### config.mk
export PLATFORM = sky130hd
export DESIGN_NAME = rgb_led_pattern_animator
export DESIGN_NICKNAME = d
export VERILOG_FILES = /design/src/hdl/rlpa_pkg.sv /design/src/hdl/rgb_led_pattern_animator.sv /design/src/hdl/rlpa_cfg.sv /design/src/hdl/rlpa_core.sv /design/src/hdl/rlpa_skid.sv
export VERILOG_INCLUDE_DIRS = /design/src /design/src/hdl
export SDC_FILE = /design/constraint.sdc
export NUM_CORES = 1
export LEC_CHECK = 0
export BUFFER_PORTS_ARGS = -buffer_cell sky130_fd_sc_hd__clkbuf_2
export CAP_MARGIN = 25
export CORE_ASPECT_RATIO = 0.9
export CORE_MARGIN = 4
export CORE_UTILIZATION = 55
export CTS_CLUSTER_DIAMETER = 40
export DETAILED_ROUTE_END_ITERATION = 12
export MAX_ROUTING_LAYER = met4
export PLACE_DENSITY = 0.75
export REMOVE_ABC_BUFFERS = 1
export SLEW_MARGIN = 5
export SYNTH_ARGS = -nofsm -noshare
export SYNTH_HDL_FRONTEND = slang
export SYNTH_SLANG_ARGS = --single-unit
### constraint.sdc
create_clock -name clk -period 7.7 [get_ports clk]
set_input_delay 1.54 -clock clk [delete_from_list [all_inputs] [get_ports clk]]
set_output_delay 1.54 -clock clk [all_outputs]
set_load 0.02 [all_outputs]
### src/hdl/rgb_led_pattern_animator_defines.svh
// Assertion macros shared by the LED animator modules.
// Each macro expects a clock named clk in scope; RLPA_ASSERT also an active-low reset named arst_n.
`ifndef RGB_LED_PATTERN_ANIMATOR_DEFINES_SVH
`define RGB_LED_PATTERN_ANIMATOR_DEFINES_SVH

// Check a property on every rising clock edge outside reset
`define RLPA_ASSERT(label, prop, msg) \
	label: assert property (@(posedge clk) disable iff (!arst_n) prop) else $error(msg);

// Check a property on every rising clock edge, reset included
`define RLPA_ASSERT_ALWAYS(label, prop, msg) \
	label: assert property (@(posedge clk) prop) else $error(msg);

`endif

### src/hdl/rlpa_pkg.sv
// Shared types and constants for the RGB LED pattern animator.
// No dependencies; imported by every module of the block.
package rlpa_pkg;

	// Command codes
	localparam logic OP_UPDATE = 1'b0;
	localparam logic OP_SET    = 1'b1;

	// Pattern codes
	localparam logic [3:0] PAT_OFF          = 4'd0;
	localparam logic [3:0] PAT_SOLID_BLUE   = 4'd1;
	localparam logic [3:0] PAT_SOLID_GREEN  = 4'd2;
	localparam logic [3:0] PAT_SOLID_YELLOW = 4'd3;
	localparam logic [3:0] PAT_SOLID_RED    = 4'd4;
	localparam logic [3:0] PAT_SOLID_CYAN   = 4'd5;
	localparam logic [3:0] PAT_BLINK_BLUE   = 4'd6;
	localparam logic [3:0] PAT_BLINK_GREEN  = 4'd7;
	localparam logic [3:0] PAT_BLINK_YELLOW = 4'd8;
	localparam logic [3:0] PAT_BLINK_RED    = 4'd9;
	localparam logic [3:0] PAT_PULSE_BLUE   = 4'd10;

	// Configuration register indexes
	localparam logic [1:0] CFG_SLOW_BLINK = 2'd0;
	localparam logic [1:0] CFG_FAST_BLINK = 2'd1;
	localparam logic [1:0] CFG_PULSE_TICK = 2'd2;
	localparam logic [1:0] CFG_PULSE_STEP = 2'd3;

	// Configuration reset values
	localparam logic [15:0] SLOW_BLINK_RST = 16'd1000;
	localparam logic [15:0] FAST_BLINK_RST = 16'd250;
	localparam logic [7:0]  PULSE_TICK_RST = 8'd10;
	localparam logic [7:0]  PULSE_STEP_RST = 8'd5;

	localparam logic [7:0] LEVEL_MAX = 8'd255;

	typedef struct packed {
		logic        op;
		logic [3:0]  pattern;
		logic [31:0] now_ms;
	} rlpa_in_t;

	typedef struct packed {
		logic [7:0] red;
		logic [7:0] green;
		logic [7:0] blue;
	} rlpa_out_t;

	typedef struct packed {
		logic [15:0] slow_blink_ms;
		logic [15:0] fast_blink_ms;
		logic [7:0]  pulse_tick_ms;
		logic [7:0]  pulse_step;
	} rlpa_cfg_t;

	typedef struct packed {
		logic      valid;
		rlpa_out_t data;
	} rlpa_res_t;

endpackage

### src/hdl/rgb_led_pattern_animator.sv
// RGB LED pattern animator: one command beat in, zero or one colour beat out.
// Depends on rlpa_pkg, rlpa_cfg, rlpa_core and rlpa_skid.
//
// Usage:
//   Input channel (in_valid / in_stall / in_data) carries commands. A set
//   command (op high) selects a pattern and restarts its timing at now_ms; it
//   gives no colour. An update (op low) advances the animation to now_ms and
//   gives one colour, except for the flash and unused pattern codes.
//   Output channel (out_valid / out_stall / out_data) carries the colours.
//   Config channel (cfg_valid / cfg_ready / cfg_index / cfg_data) writes the
//   blink intervals and the pulse tick and step; cfg_ready is always high.
// Output: each colour is registered in the output register, via the skid stage when stalled.
// Throughput: one command per cycle while in_stall is low; the animation state registers are
//   updated by single-cycle logic, so a command can follow in the next cycle.
// Stall: the output register plus a one-entry skid stage absorb a stalled
//   colour; in_stall rises only once the skid stage is occupied.
// Reset: arst_n clears the animation to pattern off with the pulse rising,
//   restores the register defaults (1000, 250, 10, 5) and empties the output.
module rgb_led_pattern_animator
	import rlpa_pkg::*;
(
	input  logic        clk,
	input  logic        arst_n,
	input  logic        in_valid,
	output logic        in_stall,
	input  rlpa_in_t    in_data,
	output logic        out_valid,
	input  logic        out_stall,
	output rlpa_out_t   out_data,
	input  logic        cfg_valid,
	output logic        cfg_ready,
	input  logic [1:0]  cfg_index,
	input  logic [15:0] cfg_data
);

	rlpa_cfg_t cfg;
	rlpa_res_t res;
	logic      full;
	logic      accept;

	assign cfg_ready = 1'b1;
	assign in_stall  = full;
	assign accept    = in_valid && !full;

	rlpa_cfg u_cfg (
		.clk      (clk),
		.arst_n   (arst_n),
		.wr_en    (cfg_valid && cfg_ready),
		.wr_index (cfg_index),
		.wr_data  (cfg_data),
		.cfg      (cfg)
	);

	rlpa_core u_core (
		.clk    (clk),
		.arst_n (arst_n),
		.accept (accept),
		.cmd    (in_data),
		.cfg    (cfg),
		.res    (res)
	);

	rlpa_skid u_skid (
		.clk       (clk),
		.arst_n    (arst_n),
		.res       (res),
		.full      (full),
		.out_valid (out_valid),
		.out_stall (out_stall),
		.out_data  (out_data)
	);

endmodule

### src/hdl/rlpa_cfg.sv
// Configuration register file of the LED animator.
// Depends on rlpa_pkg for register indexes, reset values and the config struct.
module rlpa_cfg
	import rlpa_pkg::*;
(
	input  logic        clk,
	input  logic        arst_n,
	input  logic        wr_en,
	input  logic [1:0]  wr_index,
	input  logic [15:0] wr_data,
	output rlpa_cfg_t   cfg
);

	rlpa_cfg_t cfg_q;

	// Write the addressed register on a completed beat
	always_ff @(posedge clk or negedge arst_n) begin
		if (!arst_n) begin
			cfg_q.slow_blink_ms <= SLOW_BLINK_RST;
			cfg_q.fast_blink_ms <= FAST_BLINK_RST;
			cfg_q.pulse_tick_ms <= PULSE_TICK_RST;
			cfg_q.pulse_step    <= PULSE_STEP_RST;
		end else if (wr_en) begin
			case (wr_index)
				CFG_SLOW_BLINK: cfg_q.slow_blink_ms <= wr_data;
				CFG_FAST_BLINK: cfg_q.fast_blink_ms <= wr_data;
				CFG_PULSE_TICK: cfg_q.pulse_tick_ms <= wr_data[7:0];
				CFG_PULSE_STEP: cfg_q.pulse_step    <= wr_data[7:0];
				default: ;
			endcase
		end
	end

	assign cfg = cfg_q;

endmodule

### src/hdl/rlpa_core.sv
// Animation state and colour logic of the LED animator: one command per cycle.
// Depends on rlpa_pkg and the assertion macros in rgb_led_pattern_animator_defines.svh.
`include "rgb_led_pattern_animator_defines.svh"

module rlpa_core
	import rlpa_pkg::*;
(
	input  logic      clk,
	input  logic      arst_n,
	input  logic      accept,
	input  rlpa_in_t  cmd,
	input  rlpa_cfg_t cfg,
	output rlpa_res_t res
);

	logic [3:0]  pattern_q;
	logic [31:0] last_q;
	logic        blink_q;
	logic [7:0]  level_q;
	logic        rising_q;

	logic [31:0] diff;
	logic [31:0] interval;
	logic        passed;
	logic        is_blink;
	logic        is_pulse;
	logic        blink_next;
	logic [7:0]  on_level;
	logic [8:0]  level_sum;
	logic [7:0]  level_next;
	logic        rising_next;

	// Measure the wrapping time since the last step against the active interval
	always_comb begin
		is_blink = (pattern_q == PAT_BLINK_BLUE) || (pattern_q == PAT_BLINK_GREEN) ||
			(pattern_q == PAT_BLINK_YELLOW) || (pattern_q == PAT_BLINK_RED);
		is_pulse = (pattern_q == PAT_PULSE_BLUE);
		diff = cmd.now_ms - last_q;
		if (pattern_q == PAT_BLINK_BLUE)
			interval = {16'd0, cfg.slow_blink_ms};
		else if (is_pulse)
			interval = {24'd0, cfg.pulse_tick_ms};
		else
			interval = {16'd0, cfg.fast_blink_ms};
		passed = (diff >= interval);
	end

	// Advance the blink phase and the pulse ramp
	always_comb begin
		blink_next = blink_q ^ passed;
		on_level = blink_next ? LEVEL_MAX : 8'd0;
		level_sum = {1'b0, level_q} + {1'b0, cfg.pulse_step};
		level_next = level_q;
		rising_next = rising_q;
		if (passed) begin
			if (rising_q) begin
				if (level_sum >= {1'b0, LEVEL_MAX}) begin
					level_next = LEVEL_MAX;
					rising_next = 1'b0;
				end else begin
					level_next = level_sum[7:0];
				end
			end else begin
				if (cfg.pulse_step >= level_q) begin
					level_next = 8'd0;
					rising_next = 1'b1;
				end else begin
					level_next = level_q - cfg.pulse_step;
				end
			end
		end
	end

	// Pick the colour of the active pattern; flash and unused codes give nothing
	always_comb begin
		res.valid = accept && (cmd.op == OP_UPDATE);
		res.data = '0;
		case (pattern_q)
			PAT_OFF:          res.data = '0;
			PAT_SOLID_BLUE:   res.data = '{red: 8'd0, green: 8'd0, blue: LEVEL_MAX};
			PAT_SOLID_GREEN:  res.data = '{red: 8'd0, green: LEVEL_MAX, blue: 8'd0};
			PAT_SOLID_YELLOW: res.data = '{red: LEVEL_MAX, green: LEVEL_MAX, blue: 8'd0};
			PAT_SOLID_RED:    res.data = '{red: LEVEL_MAX, green: 8'd0, blue: 8'd0};
			PAT_SOLID_CYAN:   res.data = '{red: 8'd0, green: LEVEL_MAX, blue: LEVEL_MAX};
			PAT_BLINK_BLUE:   res.data = '{red: 8'd0, green: 8'd0, blue: on_level};
			PAT_BLINK_GREEN:  res.data = '{red: 8'd0, green: on_level, blue: 8'd0};
			PAT_BLINK_YELLOW: res.data = '{red: on_level, green: on_level, blue: 8'd0};
			PAT_BLINK_RED:    res.data = '{red: on_level, green: 8'd0, blue: 8'd0};
			PAT_PULSE_BLUE:   res.data = '{red: 8'd0, green: 8'd0, blue: level_next};
			default:          res.valid = 1'b0;
		endcase
	end

	// Update the animation state on each accepted beat
	always_ff @(posedge clk or negedge arst_n) begin
		if (!arst_n) begin
			pattern_q <= PAT_OFF;
			last_q    <= '0;
			blink_q   <= 1'b0;
			level_q   <= '0;
			rising_q  <= 1'b1;
		end else if (accept) begin
			if (cmd.op == OP_SET) begin
				pattern_q <= cmd.pattern;
				last_q    <= cmd.now_ms;
				blink_q   <= 1'b0;
			end else if (is_blink) begin
				blink_q <= blink_next;
				if (passed)
					last_q <= cmd.now_ms;
			end else if (is_pulse) begin
				level_q  <= level_next;
				rising_q <= rising_next;
				if (passed)
					last_q <= cmd.now_ms;
			end
		end
	end

	`RLPA_ASSERT(a_set_clears_phase, accept && (cmd.op == OP_SET) |=> !blink_q,
		"blink phase not cleared by set pattern")
	`RLPA_ASSERT(a_turn_at_top, $fell(rising_q) |-> (level_q == LEVEL_MAX),
		"pulse turned down below the top level")
	`RLPA_ASSERT(a_idle_holds, !accept |=> $stable(level_q) && $stable(pattern_q),
		"animation state moved without a command")
	`RLPA_ASSERT(a_turn_at_bottom, $rose(rising_q) |-> (level_q == 8'd0),
		"pulse turned up above zero")

endmodule

### src/hdl/rlpa_skid.sv
// Output register with a one-entry skid stage for the LED animator results.
// Depends on rlpa_pkg and the assertion macros in rgb_led_pattern_animator_defines.svh.
`include "rgb_led_pattern_animator_defines.svh"

module rlpa_skid
	import rlpa_pkg::*;
(
	input  logic      clk,
	input  logic      arst_n,
	input  rlpa_res_t res,
	output logic      full,
	output logic      out_valid,
	input  logic      out_stall,
	output rlpa_out_t out_data
);

	logic      out_valid_q;
	rlpa_out_t out_data_q;
	logic      skid_valid_q;
	rlpa_out_t skid_data_q;
	logic      out_free;

	assign out_free = !out_valid_q || !out_stall;

	// Refill the output register from the skid stage first, then from the core
	always_ff @(posedge clk or negedge arst_n) begin
		if (!arst_n) begin
			out_valid_q  <= 1'b0;
			skid_valid_q <= 1'b0;
		end else if (out_free) begin
			if (skid_valid_q) begin
				out_valid_q  <= 1'b1;
				skid_valid_q <= 1'b0;
			end else begin
				out_valid_q <= res.valid;
			end
		end else if (res.valid) begin
			skid_valid_q <= 1'b1;
		end
	end

	// Move the payloads alongside
	always_ff @(posedge clk) begin
		if (out_free) begin
			if (skid_valid_q)
				out_data_q <= skid_data_q;
			else if (res.valid)
				out_data_q <= res.data;
		end else if (res.valid) begin
			skid_data_q <= res.data;
		end
	end

	assign full      = skid_valid_q;
	assign out_valid = out_valid_q;
	assign out_data  = out_data_q;

	`RLPA_ASSERT_ALWAYS(a_skid_behind_out, skid_valid_q |-> out_valid_q,
		"skid stage holds a beat while the output register is empty")
	`RLPA_ASSERT(a_no_write_when_full, skid_valid_q |-> !res.valid,
		"result arrived while the skid stage is full")
	`RLPA_ASSERT(a_stall_fills_skid, out_valid_q && out_stall && res.valid |=> skid_valid_q,
		"stalled result was not parked in the skid stage")

endmodule

==> results of run 1 <==
cell usage in the layout, fill, tap and decap left out, types with 5 or more instances in the layout:
cell type  count
o21a_1         6
a21oi_2        5
o21ai_1        5
mux2_4        29
edfxtp_1      20
or3_1          7
nor2_1        48
ha_1          63
and3_1         7
nand4_1       14
nand2_1       66
a21oi_1       70
a211o_1        5
a31oi_1       13
o22a_1         9
dfstp_2       17
nand2b_1      11
or4_1          5
a21o_1        10
a22oi_1       10
o21bai_1       6
clkbuf_2      84
xor2_1         6
clkinv_2       7
xnor2_1       17
o211ai_1       5
buf_4          7
and2_1         6
clkbuf_16     17
o21ai_0       46
dfrtp_1       79
nor2b_1        8
mux2_2        61
nand3_1       19
mux2i_1       13
inv_1         66
nor3_1        16
nor4_1         5
o2111ai_1      5
path summary, 6_finish.rpt:
check                                 startpoint                end  slack [ps]  depth (start not counted)
worst max-delay path                  in_data[1]  u_core.last_q[23]        1210                         23
max in group asynchronous                 arst_n    u_core.rising_q        5750                          3
min in group asynchronous                 arst_n       u_cfg.cfg[4]         980                          1
worst max register to register  u_core.last_q[1]  u_core.last_q[23]        1980                         23
worst min register to register     u_cfg.cfg[27]      u_cfg.cfg[27]         510                          1
worst min-delay path               u_cfg.cfg[27]      u_cfg.cfg[27]         510                          1
per-stage QoR:
step / hold slack, ps / utilization (%)
floorplan: 478.7 / -
global placement: 488.8 / 60.15
detailed placement: 493.7 / 60.15
CTS: 507.2 / 63.77
global route: 511.9 / 63.95
finish: 505.5 / 63.95
per-layer routing:
layer,vias to the layer above,routed length [um]
met5,-,0
met4,0,265
met3,23,1110
met2,205,8829
met1,3316,9948
li1,3334,-
power groups by stage:
stage | clock (mW) | sequential [mW] | combinational [mW]
2_1_floorplan | 0 | 0.868 | 1.05
3_3_place_gp | 0 | 0.875 | 1.38
3_5_place_dp | 0 | 0.879 | 1.39
4_1_cts | 0.737 | 0.873 | 1.41
5_1_grt | 0.766 | 0.892 | 1.60
6_report | 0.730 | 0.874 | 1.43
state kept, by name (all words and copies together) (netlist names):
name	count
u_cfg.cfg	48
u_skid.skid_data_q	10
u_skid.out_data	10
u_skid.out_valid	1
u_core.pattern_q	4
u_core.rising_q	1
u_core.last_q	32
u_core.blink_q	1
u_core.level_q	8
u_skid.full	1
layout make-up:
cell class | instances | area, um^2 | area share [%]
Multi-Input combinational cell | 652 | 4985 | 52.23
Sequential cell | 116 | 3024 | 31.69
Timing Repair Buffer | 92 | 500.5 | 5.244
Clock buffer | 21 | 450.4 | 4.719
Inverter | 66 | 247.7 | 2.596
Tap cell | 198 | 247.7 | 2.596
Clock inverter | 11 | 88.84 | 0.9308
synthesized netlist by cell type, types with 5 or more instances:
cell type  count  area, um^2
ha_1          63       788.3
nand3_1       19       95.09
dfrtp_1       79        1977
mux2i_1       13       130.1
a21oi_1       70       350.3
or3_1          7       43.79
a21oi_2        6       52.55
nor3_1        16       80.08
a31oi_1       13       81.33
nor2_1        48       180.2
or4_1          5       37.54
o211ai_1       5       37.54
buf_4         16       120.1
nand2b_1      11       68.82
o22a_1         9       78.83
nand2_1       66       247.7
a211o_1        5       43.79
mux2_4        29       435.4
o21bai_1       6       45.04
and3_1         7       43.79
and2_1         6       37.54
o21ai_1        5       25.02
xor2_1         6       52.55
mux2_2        61       686.9
o21ai_0       46       230.2
edfxtp_1      20       600.6
a22oi_1       10       75.07
o2111ai_1      5       43.79
inv_1         66       247.7
clkbuf_1      22       82.58
xnor2_1       17       148.9
nor2b_1        8       50.05
o21a_1         6       45.04
nor4_1         5       31.28
dfstp_2       17       446.7
a21o_1        10       75.07
nand4_1       14       87.58
cell families after synthesis:
| family | Yosys count | share of synthesized area (%) |
|---|---|---|
| buffers and inverters | 112 | 6.056 |
| AND/OR/NAND/NOR | 229 | 13.48 |
| other | 1 | 0.04406 |
| AO/OA/AOI/OAI | 229 | 17.65 |
| flip-flops | 116 | 35.53 |
| adder cells (fa/ha/maj) | 66 | 9.966 |
| multiplexers | 103 | 14.71 |
| XOR/XNOR | 24 | 2.558 |
==> run metrics, run 1 <==
clock sink count=116; Syn-to-layout area delta=12.13%; core region area=0.01492 mm^2; CTS Hold Bufs=0; dpl cells=1123; largest net degree at the start of global routing=81; share of cells above drive strength 1=25.78%; Slew @ Worst Pin=984.4 ps; maxcap violations=0; Post-Route WL=20150 um; Final Worst Setup Slack=1213 ps; Buf/Inv on CP=3; initial antenna violation count=0; Clk pin slew, worst setup/hold paths=60 ps; CP top delay family=simple AND/OR/NAND/NOR gates; Gate power share=47.1%; Setup Viol. Count Final=0; I/O pin count=87; top_reg_cell synth=dfrtp_1; Pwr Density=317.4 mW/mm^2; Yosys Warn Count=0; Seq cells post-synth=116; Peak VDD IR=0.2340 mV; CP arrival=6790 ps; Die ar.=0.01753 mm^2; critical path launch point type=input port; Die Height=126.0 um; Max clock buf depth=2; GRT Residual Overflow=0; Net Sw Frac=39.84%; worst skew pair latency=420 ps; HPWL Detailed=14850 um; switching pwr=1.207 mW; Placed Instance Area=0.008977 mm^2; async set or reset register ratio after synthesis=82.76%; Achievable Freq=0.1542 GHz; first-pass detailed-route iteration total=5; ANT nets after route=0; GRT Overall Usage=23.95%; Final Cell Area=0.009544 mm^2; Post-route DRC=0; final net count=1071; Num CTS Buffers=17; sequential cell area fraction in the yosys report=35.53%; via count=6878; WS Path Type=input port to flop; Synth cell types=77; CP Cell Sequence=clkbuf_2 > ha_1 > nor2b_1 > o2111ai_1 > a31oi_1 > a21oi_2 > o21ai_0 > nand3_1 > and2_1 > xnor2_1 > ha_1 > nand4_1 > or3_1 > or4_1 > nand4_1 > nor4_1 > and4_1 > nand4_2 > buf_4 > o21ai_2 > a21oi_4 > buf_4 > mux2_2; Most Used Layer, Global Route=met2; sequential power share=28.9%; WL/cell=17.43 um; worst-path maximum fanout=32; Clock Skew=9.224 ps; slowest CP cell=or4_1; Fillers=1297; Via density=5.950; gpl congestion=0.9408; met1 Usage GRT=34.30%; CTS H-tree depth=4; Hold Fails Final Rpt=0; syn_area_per_cell=9.673 um^2; first-pass GRT wire length=33340 um; Slew Limit Headroom=34.17%; Final min period=6487 ps; Post-CTS Setup Repair Bufs=0; initial core utilization=57.03%; Static Leak=4.390 nW; met3 usage=4.587%; TritonCTS clock tree=built; # rows=42; Port Buffers=85; initial DRC count=615; Clock Tree Root=clkbuf_16; CP Capture Type=flop; Antenna diodes=0; run status=finished clean; number of synthesized flops with an enable pin=20; post-CTS resize count=0; clock power share=24.1%; chip width=139.1 um; CP required=8000 ps; Pins Over Slew Limit=0; unrepaired setup endpoints after global routing=no; vias in the first global route=6638; routing usage on met2=35.28%; synthesized area=0.008512 mm^2; Sum Neg Setup Slack=0 ps; worst stage delay on the critical path=560 ps; Tcrit/Tclk final=84.25%; Design Power=3.029 mW; worst min-delay path class=flop to flop; Synth Instances=880; internal power=1.822 mW; DP Worst Slack=866.9 ps; Final Non-Filler Cells=1156
Power figures use the tool's default switching activity.
==> run 2, diff against run 1 <==
ABC_AREA = 1   (was default)
PLACE_DENSITY = 0.78   (was 0.75)
clock period = 5.7 ns   (was 7.7 ns; I/O delays follow)
==> run 2 against run 1 <==
Against the previous run: global-route usage grew 0.35 points; non-clock buffer count is the same; area after synthesis grew 4.8%; count of clock-buffer cells in the layout shrank 1; combinational power grew 24%; first-iteration DRC count grew 19%; clock power grew 47%; synthesized cell count grew 50%; flip-flop and latch count is the same; sequential share of layout area shrank 1.5 points; critical path depth grew 5; cell count grew 39%.
==> run metrics, run 2 <==
top_reg_cell synth=dfrtp_1; dpl cells=1569; Yosys Warn Count=0; most frequent CP cell=nand2_1; leading post-synthesis cells by cell area=dfrtp_1 (22%), nand2_1 (18%), inv_1 (9.8%); Hold Fails Final Rpt=0; r2r startpoint=u_core.pattern_q[3]; Crit Reg-Reg Endpoint=u_core.last_q[11]; initial antenna violation count=0; gpl congestion=0.9863; R2R setup slack=990 ps; Sum Neg Setup Slack=0 ps; worst skew pair latency=420 ps; Clock Skew=6.706 ps; Placed Instance Area=0.009383 mm^2; Final min period=4711 ps; Fillers=1461; largest net degree at the start of global routing=65; CP required=6030 ps; number of synthesized flops with an enable pin=20; synth cell count leaders=nand2_1 (428), inv_1 (233), nor2_1 (103); most common cell in the netlist=nand2_1; post-synth top area share=22.15%; HPWL Detailed=16250 um; GRT Residual Overflow=0; vias in the first global route=7313; Pwr Density=394.2 mW/mm^2; critical path launch point type=flop; unrepaired setup endpoints after global routing=no; WL/cell=13.05 um; TritonCTS clock tree=built; Slew @ Worst Pin=879.7 ps; post-CTS resize count=0; initial DRC count=729; core region area=0.01566 mm^2; async set or reset register ratio after synthesis=82.76%; WS Path Type=flop to flop; ANT nets after route=0; Slew Limit Headroom=41.35%; Post-Route WL=20910 um; I/O pin count=87; Clk pin slew, worst setup/hold paths=60 ps; Port Buffers=85; CTS H-tree depth=4; Final Cell Area=0.01001 mm^2; Setup Viol. Count Final=0; Seq cells post-synth=116; Peak VDD IR=0.2519 mV; Max clock buf depth=2; Num CTS Buffers=17; final net count=1514; Antenna diodes=0; Setup crit end=u_core.last_q[11]; synthesized area=0.008924 mm^2; Synth cell types=40; worst-path maximum fanout=64; # rows=43; worst stage delay on the critical path=550 ps; Synth Instances=1318; chip width=142.3 um; first-pass GRT wire length=34980 um; Worst Setup SP=u_core.pattern_q[3]; Tcrit/Tclk final=82.66%; maxcap violations=0; most frequent cells in the layout=nand2_1 (428), inv_1 (233), nor2_1 (103); Pins Over Slew Limit=0; sequential cell area fraction in the yosys report=33.89%; first-pass detailed-route iteration total=5; CP Capture Type=flop; Clock Tree Root=clkbuf_16; commonest non-fill, non-tap cell in the layout=nand2_1; Post-CTS Setup Repair Bufs=0; Post-route DRC=0; Syn-to-layout area delta=12.17%; share of cells above drive strength 1=11.92%; GRT Overall Usage=24.29%; Final Non-Filler Cells=1603; worst min-delay path class=flop to flop; max FFs per register=48; r2r worst-path depth=28; clock sink count=116; Die Height=128.8 um; Die ar.=0.01833 mm^2; largest area contributor in the netlist=dfrtp_1; slowest CP cell=clkinv_1; run status=finished clean; Achievable Freq=0.2122 GHz; Static Leak=5.672 nW; via count=8079; initial core utilization=57.00%; CP arrival=5040 ps; CTS Hold Bufs=0; Via density=5.040; syn_area_per_cell=6.771 um^2
==> run 2: worst max-delay path: cells and delay by family, from the launching register on <==
kind / cells / cell delay, ps
AO/OA/AOI/OAI: 3 / 520
adder cells (fa/ha/maj): 1 / 340
AND/OR/NAND/NOR: 18 / 1830
flip-flops: 1 / 350
buffers and inverters: 6 / 1520
==> run 2: kinds of logic after synthesis <==
logic type      Yosys count  synth area share (%)
simple gates            666                 31.00
buf+inv                 276                 12.79
compound gates          167                 10.19
flops                   116                 33.89
fa+ha+maj                66                 9.507
xor+xnor                 25                 2.454
other cells               1               0.04202
mux                       1                0.1262
==> run 2: routing by layer <==
layer,vias up,track usage (%),wire length (um)
met5,-,-,0
met4,0,6.264,284
met3,26,4.422,1498
met2,221,36.53,8980
met1,3581,34.01,10150
li1,4251,-,-
==> run 2: power breakdown <==
| group | internal, mW | leakage (nW) | switching [mW] | total [mW] |
|---|---|---|---|---|
| Sequential | 1.01 | 1.31 | 0.0952 | 1.10 |
| Clock | 0.656 | 0.280 | 0.410 | 1.07 |
| Combinational | 0.641 | 4.08 | 1.13 | 1.78 |
==> run 2: worst min path at each step <==
stage                  startpoint  depth (start not counted)  slack [ps]       endpoint
finish              u_cfg.cfg[36]                          2         480  u_cfg.cfg[36]
global placement    u_cfg.cfg[33]                          2         460  u_cfg.cfg[33]
floorplan           u_cfg.cfg[16]                          2         450  u_cfg.cfg[16]
global route        u_cfg.cfg[25]                          2         500  u_cfg.cfg[25]
detailed placement  u_cfg.cfg[33]                          2         470  u_cfg.cfg[33]
CTS                 u_cfg.cfg[33]                          2         480  u_cfg.cfg[33]
==> run 2: layout make-up <==
cell class	count	area (um^2)	share of cell area, %
clock buffers	20	479.2	4.788
clock inverters	12	117.6	1.175
inverters	235	882.1	8.813
multi-input cells	926	4758	47.54
flip-flops and latches	116	3024	30.21
well taps	202	252.7	2.525
repair buffers	92	495.5	4.950
==> run 2: stage by stage <==
stage | total power [mW] | worst slack [ps] | hold slack [ps] | util, %
after global placement | 2.840 | 836.2 | 463.8 | 59.93
after CTS | 3.954 | 1032 | 482.3 | 63.74
after detailed placement | 2.867 | 743.9 | 467.7 | 59.93
final | 3.946 | 988.5 | 481.1 | 63.93
after global routing | 4.299 | 458.0 | 498.0 | 63.93
after floorplan | 2.441 | 938.0 | 447.9 | -
==> run 3, diff against run 2 <==
PLACE_DENSITY = 0.75   (was 0.78)
clock period = 4.9 ns   (was 5.7 ns; I/O delays follow)
==> run 3 against run 2 <==
Against the previous run: clock skew up 3.0 ps; worst hold slack gained 4.1 ps; worst setup slack got worse by 560 ps; combinational power up 16%; routed wire length increased by 3.6%; largest cell class unchanged; highest routed layer unchanged.
==> run metrics, run 3 (synthesized netlist as in run 2, its figures left out) <==
GRT Residual Overflow=0; Pwr Density=459.4 mW/mm^2; Syn-to-layout area delta=12.17%; CP required=5240 ps; switching pwr=1.920 mW; vias in the first global route=7786; initial core utilization=57.00%; Max clock buf depth=2; core region area=0.01566 mm^2; Fillers=1513; sequential power share=28.0%; Hold Fails Final Rpt=0; Static Leak=5.668 nW; worst min-delay path class=flop to flop; Clock Skew=9.739 ps; worst-path maximum fanout=64; Net Sw Frac=41.75%; clock sink count=116; Design Power=4.598 mW; Clock Tree Root=clkbuf_16; Post-route DRC=0; Pins Over Slew Limit=0; Die ar.=0.01833 mm^2; maxcap violations=0; Sequential Area=0.003024 mm^2; via count=8219; internal power=2.678 mW; clock power share=27.0%; Port Buffers=85; final net count=1514; CTS H-tree depth=4; Clk pin slew, worst setup/hold paths=60 ps; WS Path Type=flop to flop; share of cells above drive strength 1=11.85%; most frequent cells in the layout=nand2_1 (428), inv_1 (233), nor2_1 (103); CP arrival=4820 ps; worst stage delay on the critical path=540 ps; ANT nets after route=0; Setup Viol. Count Final=0; post-CTS resize count=0; Gate power share=45.1%; Post-Route WL=21660 um; HPWL Detailed=16390 um; run status=finished clean; CTS Hold Bufs=0; GRT Overall Usage=25.50%; chip width=142.3 um; commonest non-fill, non-tap cell in the layout=nand2_1; first-pass detailed-route iteration total=6; dpl cells=1569; Num CTS Buffers=17; initial DRC count=593; TritonCTS clock tree=built; most frequent CP cell=nand2_1; Slew Limit Headroom=33.78%; Buf/Inv on CP=5; area of the multi-input gates=0.004758 mm^2; critical path launch point type=flop; gpl congestion=0.9662; Antenna diodes=0; Die Height=128.8 um; slowest CP cell=clkinv_1; Via density=5.127; unrepaired setup endpoints after global routing=no; I/O pin count=87; Slew @ Worst Pin=993.3 ps; worst skew pair latency=420 ps; CP top delay family=simple AND/OR/NAND/NOR gates; # rows=43; WL/cell=13.51 um; largest net degree at the start of global routing=70; initial antenna violation count=0; Peak VDD IR=0.2850 mV; max FFs per register=48; Achievable Freq=0.2235 GHz; first-pass GRT wire length=36760 um; Tcrit/Tclk final=91.33%; Final Non-Filler Cells=1603; Final min period=4475 ps; CP Capture Type=flop; Post-CTS Setup Repair Bufs=0; Sum Neg Setup Slack=0 ps
==> run 3: changes by cell type in the layout (fill, tap and decap cells not counted) <==
cell | before | now
buf_12 | 0 | 1
buf_4 | 6 | 5
bufinv_16 | 1 | 2
clkbuf_1 | 1 | 2
clkbuf_16 | 19 | 17
clkinv_2 | 1 | 0
clkinv_4 | 3 | 5
inv_6 | 3 | 2
==> run 3: power by group through the flow <==
stage	sequential (mW)	combinational, mW	clock (mW)
6_report	1.29	2.07	1.24
5_1_grt	1.31	2.41	1.31
4_1_cts	1.29	2.07	1.25
3_5_place_dp	1.30	2.04	0
3_3_place_gp	1.29	2.01	0
2_1_floorplan	1.29	1.55	0
==> run 3: layer usage <==
layer / GRT usage, % / share of wire (%)
met5: - / 0
met3: 5.128 / 7.5
met1: 35.12 / 48
met2: 38.63 / 43
met4: 6.603 / 1.6
==> run 3: through the flow <==
stage	hold slack (ps)	instance area, um^2	utilization, %	setup slack, ps
floorplan	447.9	8665	-	298.0
global placement	461.8	9395	60.01	481.3
detailed placement	473.9	9395	60.01	364.6
CTS	488.0	9980	63.74	403.9
global route	505.4	10010	63.93	18.35
finish	485.2	10010	63.93	425.0
==> run 3: worst paths after layout <==
path                       cells after the start  slack [ps]           endpoint           startpoint
min reg2reg                                    2         490      u_cfg.cfg[43]        u_cfg.cfg[43]
max in group asynchronous                      2        3270      u_cfg.cfg[21]               arst_n
min in group asynchronous                      1         680  u_core.last_q[15]               arst_n
max reg2reg                                   26         420  u_core.last_q[28]  u_core.pattern_q[3]
max                                           26         420  u_core.last_q[28]  u_core.pattern_q[3]
min                                            2         490      u_cfg.cfg[43]        u_cfg.cfg[43]
==> run 3: worst register-to-register path: cells and delay by family, from the launching register on <==
| kind | cells | cell delay, ps |
|---|---|---|
| AOI/OAI and AO/OA | 4 | 630 |
| adders and majority gates | 1 | 320 |
| buffers and inverters | 5 | 1240 |
| DFF | 1 | 360 |
| and+or+nand+nor | 16 | 1860 |
==> run 3: layout make-up <==
cell class	instances	area share, %
tap	202	2.525
inverter	235	8.813
timing repair buffer	92	5.075
clock buffer	19	4.325
clock inverter	13	1.512
multi-input combinational	926	47.54
sequential	116	30.21
